<file path="src/b64d_pkg.sv">
package b64d_pkg;

   // Character codes
   localparam logic [7:0] CHAR_PAD     = 8'h3D;
   localparam logic [7:0] CHAR_LF      = 8'h0A;
   localparam logic [7:0] CHAR_CR      = 8'h0D;
   localparam logic [7:0] CHAR_SPACE   = 8'h20;
   localparam logic [7:0] CHAR_PLUS    = 8'h2B;
   localparam logic [7:0] CHAR_SLASH   = 8'h2F;
   localparam logic [7:0] CHAR_UPPER_A = 8'h41;
   localparam logic [7:0] CHAR_UPPER_Z = 8'h5A;
   localparam logic [7:0] CHAR_LOWER_A = 8'h61;
   localparam logic [7:0] CHAR_LOWER_Z = 8'h7A;
   localparam logic [7:0] CHAR_DIGIT_0 = 8'h30;
   localparam logic [7:0] CHAR_DIGIT_9 = 8'h39;

   localparam logic [5:0] SYM_PLUS  = 6'd62;
   localparam logic [5:0] SYM_SLASH = 6'd63;
   localparam logic [7:0] LOWER_OFFSET = 8'd26;
   localparam logic [7:0] DIGIT_OFFSET = 8'd52;

   localparam logic [15:0] CAPACITY_RESET = 16'd32;

   typedef struct packed {
      logic [7:0] text_char;
      logic       end_of_message;
   } req_payload_type;

   typedef struct packed {
      logic [7:0]  data_byte;
      logic        byte_valid;
      logic [15:0] total_length;
      logic        message_done;
      logic        last_of_run;
   } rsp_payload_type;

   // One batch of results caused by a single character
   typedef struct packed {
      logic [23:0] bytes;       // decoded group, first byte in the top bits
      logic [1:0]  kept;        // bytes kept after the capacity check
      logic        report;      // a length report follows the bytes
      logic [15:0] first_total; // total shown on the first result
   } batch_type;

   // Map a character to its 6-bit symbol; anything outside the alphabet is 0
   function automatic logic [5:0] b64d_symbol(input logic [7:0] c);
      logic [7:0] v;
      v = 8'd0;
      if (c >= CHAR_UPPER_A && c <= CHAR_UPPER_Z) begin
         v = c - CHAR_UPPER_A;
      end else if (c >= CHAR_LOWER_A && c <= CHAR_LOWER_Z) begin
         v = c - CHAR_LOWER_A + LOWER_OFFSET;
      end else if (c >= CHAR_DIGIT_0 && c <= CHAR_DIGIT_9) begin
         v = c - CHAR_DIGIT_0 + DIGIT_OFFSET;
      end else if (c == CHAR_PLUS) begin
         v = {2'b00, SYM_PLUS};
      end else if (c == CHAR_SLASH) begin
         v = {2'b00, SYM_SLASH};
      end
      return v[5:0];
   endfunction

endpackage

</file>
<file path="src/base64_stream_decoder.sv">
// A result shows on rsp in the cycle after the character transfer that causes it.
// Throughput: one character per cycle; one result per cycle on rsp while rsp_ready is high, up to four per character.
// A character with results waits only while the output register still holds unsent results.
// Reset (synchronous, active high) clears the group, the byte count and the pending results in
// the output register, and sets the capacity to 32.
module base64_stream_decoder
   import b64d_pkg::*;
(
   input  logic            clock,
   input  logic            reset,
   input  logic            req_valid,
   output logic            req_ready,
   input  req_payload_type req_data,
   output logic            rsp_valid,
   input  logic            rsp_ready,
   output rsp_payload_type rsp_data,
   input  logic            csr_valid,
   output logic            csr_ready,
   input  logic [15:0]     csr_data
);

   logic [15:0] capacity_ff, capacity_in;
   logic        buf_free;
   logic        load;
   batch_type   batch;

   // Take capacity writes at any time
   assign csr_ready   = 1'b1;
   assign capacity_in = (csr_valid && csr_ready) ? csr_data : capacity_ff;

   always_ff @(posedge clock) begin
      if (reset) begin
         capacity_ff <= CAPACITY_RESET;
      end else begin
         capacity_ff <= capacity_in;
      end
   end

   b64d_group u_group (
      .clock     (clock),
      .reset     (reset),
      .req_valid (req_valid),
      .req_ready (req_ready),
      .req_data  (req_data),
      .capacity  (capacity_ff),
      .buf_free  (buf_free),
      .load      (load),
      .batch     (batch)
   );

   b64d_drain u_drain (
      .clock     (clock),
      .reset     (reset),
      .load      (load),
      .batch     (batch),
      .buf_free  (buf_free),
      .rsp_valid (rsp_valid),
      .rsp_ready (rsp_ready),
      .rsp_data  (rsp_data)
   );

endmodule

</file>
<file path="src/b64d_group.sv">
module b64d_group
   import b64d_pkg::*;
(
   input  logic            clock,
   input  logic            reset,
   input  logic            req_valid,
   output logic            req_ready,
   input  req_payload_type req_data,
   input  logic [15:0]     capacity,
   input  logic            buf_free,
   output logic            load,
   output batch_type       batch
);

   logic [23:0] bits_ff, bits_in;
   logic [1:0]  pos_ff, pos_in;
   logic [2:0]  pad_ff, pad_in;
   logic [15:0] count_ff, count_in;

   logic        eom;
   logic        skip;
   logic        is_pad;
   logic [5:0]  sym;
   logic [23:0] bits_step;
   logic [2:0]  pad_step;
   logic [2:0]  pos_step;
   logic        full;
   logic        flush;
   logic [23:0] flush_bits;
   logic [1:0]  offered;
   logic [15:0] avail;
   logic [1:0]  kept;
   logic        has_results;
   logic        accept;

   // Classify the character and shift it into the group
   always_comb begin
      eom    = req_data.end_of_message;
      skip   = (pos_ff == 2'd0) && (req_data.text_char == CHAR_LF ||
               req_data.text_char == CHAR_CR || req_data.text_char == CHAR_SPACE);
      is_pad = (req_data.text_char == CHAR_PAD);
      sym    = b64d_symbol(req_data.text_char);
      if (skip) begin
         bits_step = bits_ff;
         pad_step  = pad_ff;
         pos_step  = {1'b0, pos_ff};
      end else begin
         bits_step = {bits_ff[17:0], sym};
         pad_step  = pad_ff + {2'b00, is_pad};
         pos_step  = {1'b0, pos_ff} + 3'd1;
      end
   end

   // Decide on a flush and left-align a short final group
   always_comb begin
      full  = (pos_step == 3'd4);
      flush = full || (eom && pos_step != 3'd0);
      unique case (pos_step[1:0])
         2'd1:    flush_bits = {bits_step[5:0], 18'd0};
         2'd2:    flush_bits = {bits_step[11:0], 12'd0};
         2'd3:    flush_bits = {bits_step[17:0], 6'd0};
         default: flush_bits = bits_step;
      endcase
   end

   // Count the bytes offered and those the capacity still admits
   always_comb begin
      priority if (pad_step >= 3'd2) begin
         offered = 2'd1;
      end else if (pad_step == 3'd1) begin
         offered = 2'd2;
      end else begin
         offered = 2'd3;
      end
      avail = (count_ff < capacity) ? (capacity - count_ff) : 16'd0;
      if (!flush) begin
         kept = 2'd0;
      end else if (avail < {14'd0, offered}) begin
         kept = avail[1:0];
      end else begin
         kept = offered;
      end
      has_results = (kept != 2'd0) || eom;
   end

   // Hold off only an item with results while the output side is busy
   assign req_ready = buf_free || !has_results;
   assign accept    = req_valid && req_ready;
   assign load      = accept && has_results;

   always_comb begin
      batch.bytes       = flush_bits;
      batch.kept        = kept;
      batch.report      = eom;
      batch.first_total = (kept != 2'd0) ? (count_ff + 16'd1) : count_ff;
   end

   // Advance the group state on each transfer
   always_comb begin
      bits_in  = bits_ff;
      pos_in   = pos_ff;
      pad_in   = pad_ff;
      count_in = count_ff;
      if (accept) begin
         count_in = eom ? 16'd0 : (count_ff + {14'd0, kept});
         if (flush || eom) begin
            bits_in = 24'd0;
            pos_in  = 2'd0;
            pad_in  = 3'd0;
         end else begin
            bits_in = bits_step;
            pos_in  = pos_step[1:0];
            pad_in  = pad_step;
         end
      end
   end

   always_ff @(posedge clock) begin
      if (reset) begin
         bits_ff  <= 24'd0;
         pos_ff   <= 2'd0;
         pad_ff   <= 3'd0;
         count_ff <= 16'd0;
      end else begin
         bits_ff  <= bits_in;
         pos_ff   <= pos_in;
         pad_ff   <= pad_in;
         count_ff <= count_in;
      end
   end

endmodule

</file>
<file path="src/b64d_drain.sv">
module b64d_drain
   import b64d_pkg::*;
(
   input  logic            clock,
   input  logic            reset,
   input  logic            load,
   input  batch_type       batch,
   output logic            buf_free,
   output logic            rsp_valid,
   input  logic            rsp_ready,
   output rsp_payload_type rsp_data
);

   logic [1:0]  rem_ff, rem_in;
   logic        report_ff, report_in;
   logic [23:0] bytes_ff, bytes_in;
   logic [15:0] total_ff, total_in;

   logic        is_byte;
   logic        last;
   logic        xfer;

   // Show the current result from the batch registers
   always_comb begin
      is_byte   = (rem_ff != 2'd0);
      last      = is_byte ? (rem_ff == 2'd1 && !report_ff) : 1'b1;
      rsp_valid = is_byte || report_ff;
      xfer      = rsp_valid && rsp_ready;
      buf_free  = !rsp_valid || (xfer && last);

      rsp_data.data_byte    = is_byte ? bytes_ff[23:16] : 8'd0;
      rsp_data.byte_valid   = is_byte;
      rsp_data.total_length = total_ff;
      rsp_data.message_done = !is_byte;
      rsp_data.last_of_run  = last;
   end

   // Load a new batch, or step through the current one on each transfer
   always_comb begin
      rem_in    = rem_ff;
      report_in = report_ff;
      bytes_in  = bytes_ff;
      total_in  = total_ff;
      if (load) begin
         rem_in    = batch.kept;
         report_in = batch.report;
         bytes_in  = batch.bytes;
         total_in  = batch.first_total;
      end else if (xfer) begin
         if (is_byte) begin
            rem_in   = rem_ff - 2'd1;
            bytes_in = {bytes_ff[15:0], 8'd0};
            total_in = (rem_ff == 2'd1) ? total_ff : (total_ff + 16'd1);
         end else begin
            report_in = 1'b0;
         end
      end
   end

   always_ff @(posedge clock) begin
      if (reset) begin
         rem_ff    <= 2'd0;
         report_ff <= 1'b0;
      end else begin
         rem_ff    <= rem_in;
         report_ff <= report_in;
      end
   end

   always_ff @(posedge clock) begin
      bytes_ff <= bytes_in;
      total_ff <= total_in;
   end

endmodule

</file>
<file path="config.mk">
export PLATFORM = sky130hd
export DESIGN_NAME = base64_stream_decoder
export DESIGN_NICKNAME = d
export VERILOG_FILES = /design/src/b64d_pkg.sv /design/src/base64_stream_decoder.sv /design/src/b64d_group.sv /design/src/b64d_drain.sv
export SDC_FILE = /design/constraint.sdc
export NUM_CORES = 1
export LEC_CHECK = 0
export BUFFER_PORTS_ARGS = -buffer_cell sky130_fd_sc_hd__buf_2
export CORE_MARGIN = 3
export CORE_UTILIZATION = 60
export DETAILED_ROUTE_END_ITERATION = 6
export HOLD_SLACK_MARGIN = 0.05
export MAX_ROUTING_LAYER = met4
export PLACE_DENSITY = 0.87
export SYNTH_ARGS = -nofsm -noshare
export SYNTH_HDL_FRONTEND = slang
export SYNTH_HIERARCHICAL = 1
export SYNTH_SLANG_ARGS = --single-unit
</file>
<file path="constraint.sdc">
create_clock -name clock -period 8.4 [get_ports clock]
set_clock_uncertainty 0.15 [all_clocks]
set_input_delay 0.84 -clock clock [delete_from_list [all_inputs] [get_ports clock]]
set_output_delay 0.84 -clock clock [all_outputs]
set_load 0.01 [all_outputs]
</file>
Word-level counts from Yosys, hierarchy flattened
Index checks and enable logic that the tools add are counted.

Magnitude comparators: 9. Reductions and logical operators: 31. Equal/unequal tests: 14. Mux-type cells: 34. $add $sub $neg: 12.

Operators with widths (number): 24-bit 2-to-1 mux (5); 16-bit 2-to-1 mux (7); 24-bit one-hot mux with 3 select lines (1); 16-bit by 1-bit adder with 16-bit output, second input constant (2); 8-bit by 6-bit equality test with 1-bit output, second input constant (4); 6-bit 2-to-1 mux (5); 16-bit by 2-bit adder with 16-bit output (1); 8-bit by 4-bit equality test with 1-bit output, second input constant (2); 8-bit by 7-bit greater-or-equal comparator with 1-bit output, second input constant (2); 8-bit by 7-bit <= comparator with 1-bit output, second input constant (2); 16-bit < comparator (1); 16-bit by 2-bit < comparator with 1-bit output (1); 16-bit subtractor (1); 2-bit 2-to-1 mux (7); 6-bit subtractor, second input constant (2); 1-bit logical AND (10); 3-bit 2-to-1 mux (3); 8-bit by 6-bit greater-or-equal comparator with 1-bit output, second input constant (1); 8-bit by 6-bit <= comparator with 1-bit output, second input constant (1); 1-bit logical OR (8); 8-bit 2-to-1 mux (1); 2-bit nonzero test (4); 6-bit by 5-bit adder with 6-bit output, second input constant (1); 6-bit adder, second input constant (1); other kinds (16) (27).

Register bits after elaboration: 104. Bits of input ports: 30.

Longest topological paths before layout
Depth after elaboration: 19. Depth in mapped cells: 25.

By module
Netlist, hierarchy kept.

By module, submodules not included: b64d_group (seq. area each 900.9 µm², area an instance 4674.5 µm², times used 1, cells each 624); b64d_drain (seq. area each 1261.2 µm², area an instance 2175.8 µm², times used 1, cells each 179); base64_stream_decoder (seq. area each 320.3 µm², area an instance 593.1 µm², times used 1, cells each 54).

Worst setup path before layout
Ideal clock, no wire load.

Path type: input -> register. Start point: in req_data[3] (netlist bit). End point: reg u_drain.total_ff[0], enable pin. Slack: 2.653 ns. Arrival time: 5.204 ns. Stages: 24. Cell sequence: clkbuf_1 -> inv_1 -> ha_1 -> a221oi_1 -> or3_1 -> buf_6 -> buf_6 -> nand2_1 -> nand2_1 -> nand2_1 -> ha_1 -> a21oi_1 -> o21ai_0 -> nor4_1 -> o21ai_1 -> a21oi_1 -> o21ai_2 -> buf_6 -> buf_6 -> a21oi_1 -> clkbuf_1 -> buf_2 -> clkbuf_1 -> o21bai_1.

Cells in the longest elaborated chain, start to end: 19. Elaborated cells on any way between the ends: 31. Those cells by class: add/sub (1); order compare (2); eq/ne (7); mux (6); reduce/logical (15).

RTL lines: start, declared (line base64_stream_decoder.sv:13) `input req_payload_type req_data,`; branches (longest 10 deep; another with 16-bit by 2-bit < comparator with 1-bit output); 2-bit 2-to-1 mux (*) (line b64d_group.sv:76) `if (!flush) begin`; 2-bit nonzero test (*) (line b64d_group.sv:83) `has_results = (kept != 2'd0) || eom;`; 1-bit logical OR (*) (line b64d_group.sv:83); 1-bit logical NOT (line b64d_group.sv:87) `assign req_ready = buf_free || !has_results;`; 1-bit logical OR (line b64d_group.sv:87); 1-bit logical AND (line b64d_group.sv:88) `assign accept = req_valid && req_ready;`; 1-bit logical AND (*) (line b64d_group.sv:89) `assign load = accept && has_results;`; via load (line base64_stream_decoder.sv:24) `logic load;`; 2-bit inequality test (no line) or 2-bit nonzero test (tied branches); 3-bit AND reduction (no line) (*); end signal, assigned (line b64d_drain.sv:72) `total_ff <= total_in;`; end, declared (line b64d_drain.sv:17) `logic [15:0] total_ff, total_in;`.

Mark *: on every way through the listed nets, which the timed path passes. A chain may end at the register's enable or synchronous reset.

Worst setup path in the final report
Start point: in req_data[3] (netlist bit). End point: out req_ready.

Cells in the longest elaborated chain, start to end: 15. Elaborated cells on any way between the ends: 25. Those cells by class: add/sub (1); order compare (2); eq/ne (6); mux (6); reduce/logical (10).

RTL lines: branches (longest 10 deep; another with 16-bit by 2-bit < comparator with 1-bit output); 2-bit 2-to-1 mux (*) (line b64d_group.sv:76); 2-bit nonzero test (*) (line b64d_group.sv:83); 1-bit logical OR (*) (line b64d_group.sv:83); 1-bit logical NOT (*) (line b64d_group.sv:87); 1-bit logical OR (*) (line b64d_group.sv:87); end, declared (line base64_stream_decoder.sv:12) `output logic req_ready,`.

Mark *: on every way between the ends.

==> summary.md <==
| Metric | Value |
|---|---|
| Share of layout cells above drive strength 1 | `0.133` |
| First-pass GRT wire length | `28,400 um` |
| Critical Path AT | `4.78 ns` |
| CTS root buffer | `clkbuf_16` |
| Initial drt markers | `624` |
| Post-route cell area | `0.00791 sq mm` |
| Fin worst setup slack | `2.63 ns` |
| Number of synthesized register bits | `104` |
| Adder-Cell Fraction of Synth Area | `0.0693` |
| Final-report setup violation count | `0` |
| Cell breakdown of the critical path | `buf_2 > inv_1 > ha_1 > a221oi_1 > or3_1 > buf_4 > mux2i_1 > o21a_1 > nand2_1 > ha_1 > a21oi_1 > o21ai_0 > nor4_1 > o21ai_1 > nor2b_1 > a21oi_4 > a21o_1 > buf_2` |
| Worst slew margin | `0.243` |
| CTS max path bufs | `2` |
| WHS Endpoint | `u_group/bits_ff[20]$_SDFFE_PP0P_` |
| Total routing usage reported by global routing | `0.254` |
| Dominant synthesized flop cell | `dfxtp_1` |
| Pre-CTS WS | `2.57 ns` |
| Worst reg2reg path startpoint | `u_group/pos_ff[0]$_SDFFE_PP0P_` |
| Area Overhead vs Synth | `6.24%` |
| Power Density | `205 mW/mm^2` |
| IO Port Bufs | `58` |
| Antenna violations before repair | `0` |
| Compound-gate portion of the synthesized area | `0.207` |
| WP data required | `7.41 ns` |
| RR Endpoint | `u_drain/bytes_ff[23]$_DFFE_PP_` |
| Critical Path Slowest Stage Cell | `a221oi_1` |
| Post-CTS setup buffers | `0` |
| Area of placed instances | `0.00764 sq mm` |
| Sequential area share after synthesis | `0.334` |
| DRC viols | `0` |
| Min-delay worst type | `reg -> reg` |
| Fin crit share | `0.687` |
| Simple-gate portion of the synthesized area | `0.200` |
| CTS Hold Bufs | `0` |
| Htree depth | `3` |
| CP max stage delay | `0.48 ns` |
| Syn nets | `927` |
| Synth cell types | `84` |
| # IOs | `60` |
| Final Hold Violating Endpoints | `0` |
| CP Capture Type | `output pin` |
| Hold path depth | `2` |
| Total CTS buffers | `9` |
| Clock transition at the registers of the reported paths | `0.06 ns` |
| Vias | `6,467` |
| CP startpoint kind | `primary input` |
| Main combinational cell family by area after synthesis | `compound AO/OA/AOI/OAI gates` |
| Routability congestion estimate | `0.965` |
| Initial core utilization | `0.617` |
| Fmax | `173 MHz` |
| EDFF count, synth | `40` |
| Ys async rst share | `0` |
| N_diodes | `0` |
| Multi-input gate area | `0.00446 sq mm` |
| Mux share of post-synthesis cell area | `0.0666` |
| Slew @ Worst Pin | `1.14 ns` |
| Grt total ovfl | `0` |
| DIE WIDTH | `117 um` |
| Full die area | `0.0138 sq mm` |
| Fillers | `1,029` |
| Detailed Place HPWL | `12,100 um` |
| Drt total wl | `17,200 um` |
| Die Y | `117 um` |
| CP Max Fanout | `29` |
| Number of global-route vias before repair | `5,930` |
| Final slew viol count | `0` |
| Clk_lat worst skew | `0.35 ns` |
| Vias per cell | `6.15` |
| Largest net degree at the start of global routing | `61` |
| Synthesized area per cell | `8.69 sq um` |
| Setup CP Type | `in -> out` |
| RSZ-0062 raised after global routing | `false` |
| Post-synthesis cell count | `857` |
| Nets | `949` |
| Std-Cell Rows | `40` |
| FF+latch area | `0.00248 sq mm` |
| XOR/XNOR Fraction of Synth Area | `0.0540` |
| Synthesis Warnings | `6` |
| Max IR drop VDD | `0.000139 V` |
| Avg WL per Cell | `16.4 um` |
| Drt pass-1 iters | `6` |
| Run status | `finished, final reports clean` |
| Number of routed nets with antenna violations | `0` |
| R2R depth | `17` |
| Worst reg-to-reg setup slack | `3.17 ns` |
| CTS tree | `yes` |
| Hold_sp | `u_group/bits_ff[20]$_SDFFE_PP0P_` |
| Max-cap violations | `0` |
| # resized after CTS | `0` |
| Crit path time final | `5.77 ns` |
| Setup_tns | `0 ns` |
| Mapped Area | `0.00744 sq mm` |
| Clock sinks | `104` |
| Core Region | `0.0121 sq mm` |
| Leak | `2.95 nW` |
-- Yosys cell counts (4+ instances only) --
master,count,share of area
a22o_1,17,0.020
ha_1,38,0.064
a21o_1,14,0.014
nor3_1,18,0.012
nor4_1,8,0.0067
clkbuf_1,21,0.011
o31ai_1,6,0.0061
nand3_1,22,0.015
and3_1,8,0.0067
nor2_1,65,0.033
nor2b_1,12,0.010
xnor2_1,37,0.044
buf_2,6,0.0040
a211o_1,5,0.0059
buf_6,12,0.018
a31oi_1,8,0.0067
a211oi_1,10,0.010
mux2i_1,27,0.036
o22ai_1,4,0.0034
a31o_2,4,0.0047
o21ai_1,10,0.0067
dfxtp_1,64,0.17
o21bai_1,4,0.0040
nand2_1,99,0.050
nand2b_1,5,0.0042
buf_4,7,0.0071
o21ai_0,30,0.020
or4_1,4,0.0040
mux2_2,19,0.029
a21oi_1,66,0.044
xor2_1,7,0.0082
inv_1,40,0.020
and2_1,9,0.0076
or3_1,16,0.013
edfxtp_1,40,0.16
a32oi_1,6,0.0071
nand4_1,18,0.015
a222oi_1,6,0.0081
-- where the power goes --
part,switching [mW],leakage [nW],total [mW],internal (mW)
Clock,0.178,0.131,0.396,0.218
Sequential,0.0620,0.914,0.691,0.629
Combinational,0.323,1.91,0.534,0.211
Total,0.564,2.95,1.62,1.06
-- sequential cells by signal (all words and copies together), names as in the netlist, 2 cells and up --
| register | count |
|---|---|
| capacity_ff | 16 |
| u_drain/bytes_ff | 24 |
| u_drain/rem_ff | 2 |
| u_drain/total_ff | 16 |
| u_group/bits_ff | 24 |
| u_group/count_ff | 16 |
| u_group/pad_ff | 3 |
| u_group/pos_ff | 2 |
-- cells in the final DEF, fill, tap and decap left out, types with 16 or more instances in the layout --
master,n
nand2_1,99
nor2_1,65
a21oi_1,65
dfxtp_1,64
buf_2,58
inv_1,40
edfxtp_1,40
ha_1,38
xnor2_1,37
o21ai_0,30
mux2i_1,27
nand3_1,22
mux2_2,19
nand4_1,18
nor3_1,18
a22o_1,17
or3_1,16
-- cells by family after synthesis --
logic type,count (synthesis)
AO/OA/AOI/OAI,226
buffers and inverters,93
adder cells (fa/ha/maj),40
other,1
XOR/XNOR,45
flip-flops,104
AND/OR/NAND/NOR,301
multiplexers,47
-- metal layers --
layer  vias up  share of wire  GRT usage  wire length (um)
li1       3161              -          -                 -
met1      3034           0.42      0.306              7230
met2       227           0.50      0.422              8560
met3        45          0.049     0.0482               848
met4         0          0.035     0.0990               600
met5         -              0          -                 0
-- area by class of cell --
type / instances / share of cell area
Timing Repair Buffer: 63 / 0.0415
Clock buffer: 16 / 0.0343
Sequential cell: 104 / 0.314
Multi-Input combinational cell: 660 / 0.564
Tap cell: 168 / 0.0266
Inverter: 41 / 0.0195
-- metrics by stage --
stage	hold slack [ns]	instances	power, mW	utilization
final	0.301	1052	1.62	0.656
after global routing	0.330	1052	1.72	0.656
after CTS	0.303	1052	1.63	0.656
after detailed placement	0.296	1036	1.23	0.633
after global placement	0.291	1036	1.21	0.633
after floorplan	0.282	857	1.10	-
-- worst max path at each step --
stage / depth (start not counted) / slack (ns) / startpoint / endpoint
after floorplan: 24 / 2.65 / req_data[3] / u_drain/total_ff[0]$_DFFE_PP_
after global placement: 18 / 2.71 / req_data[3] / u_drain/bytes_ff[19]$_DFFE_PP_
after detailed placement: 18 / 2.57 / req_data[3] / u_drain/bytes_ff[19]$_DFFE_PP_
after CTS: 18 / 2.68 / req_data[3] / req_ready
after global routing: 18 / 2.19 / req_data[3] / req_ready
final: 18 / 2.63 / req_data[3] / req_ready
-- worst max-delay path: cells and delay by family --
family | cells | cell delay (ns)
compound gates | 7 | 1.70
buf+inv | 4 | 0.72
simple gates | 4 | 0.74
fa+ha+maj | 2 | 0.47
mux | 1 | 0.30
(Power assumes the default switching activity.)
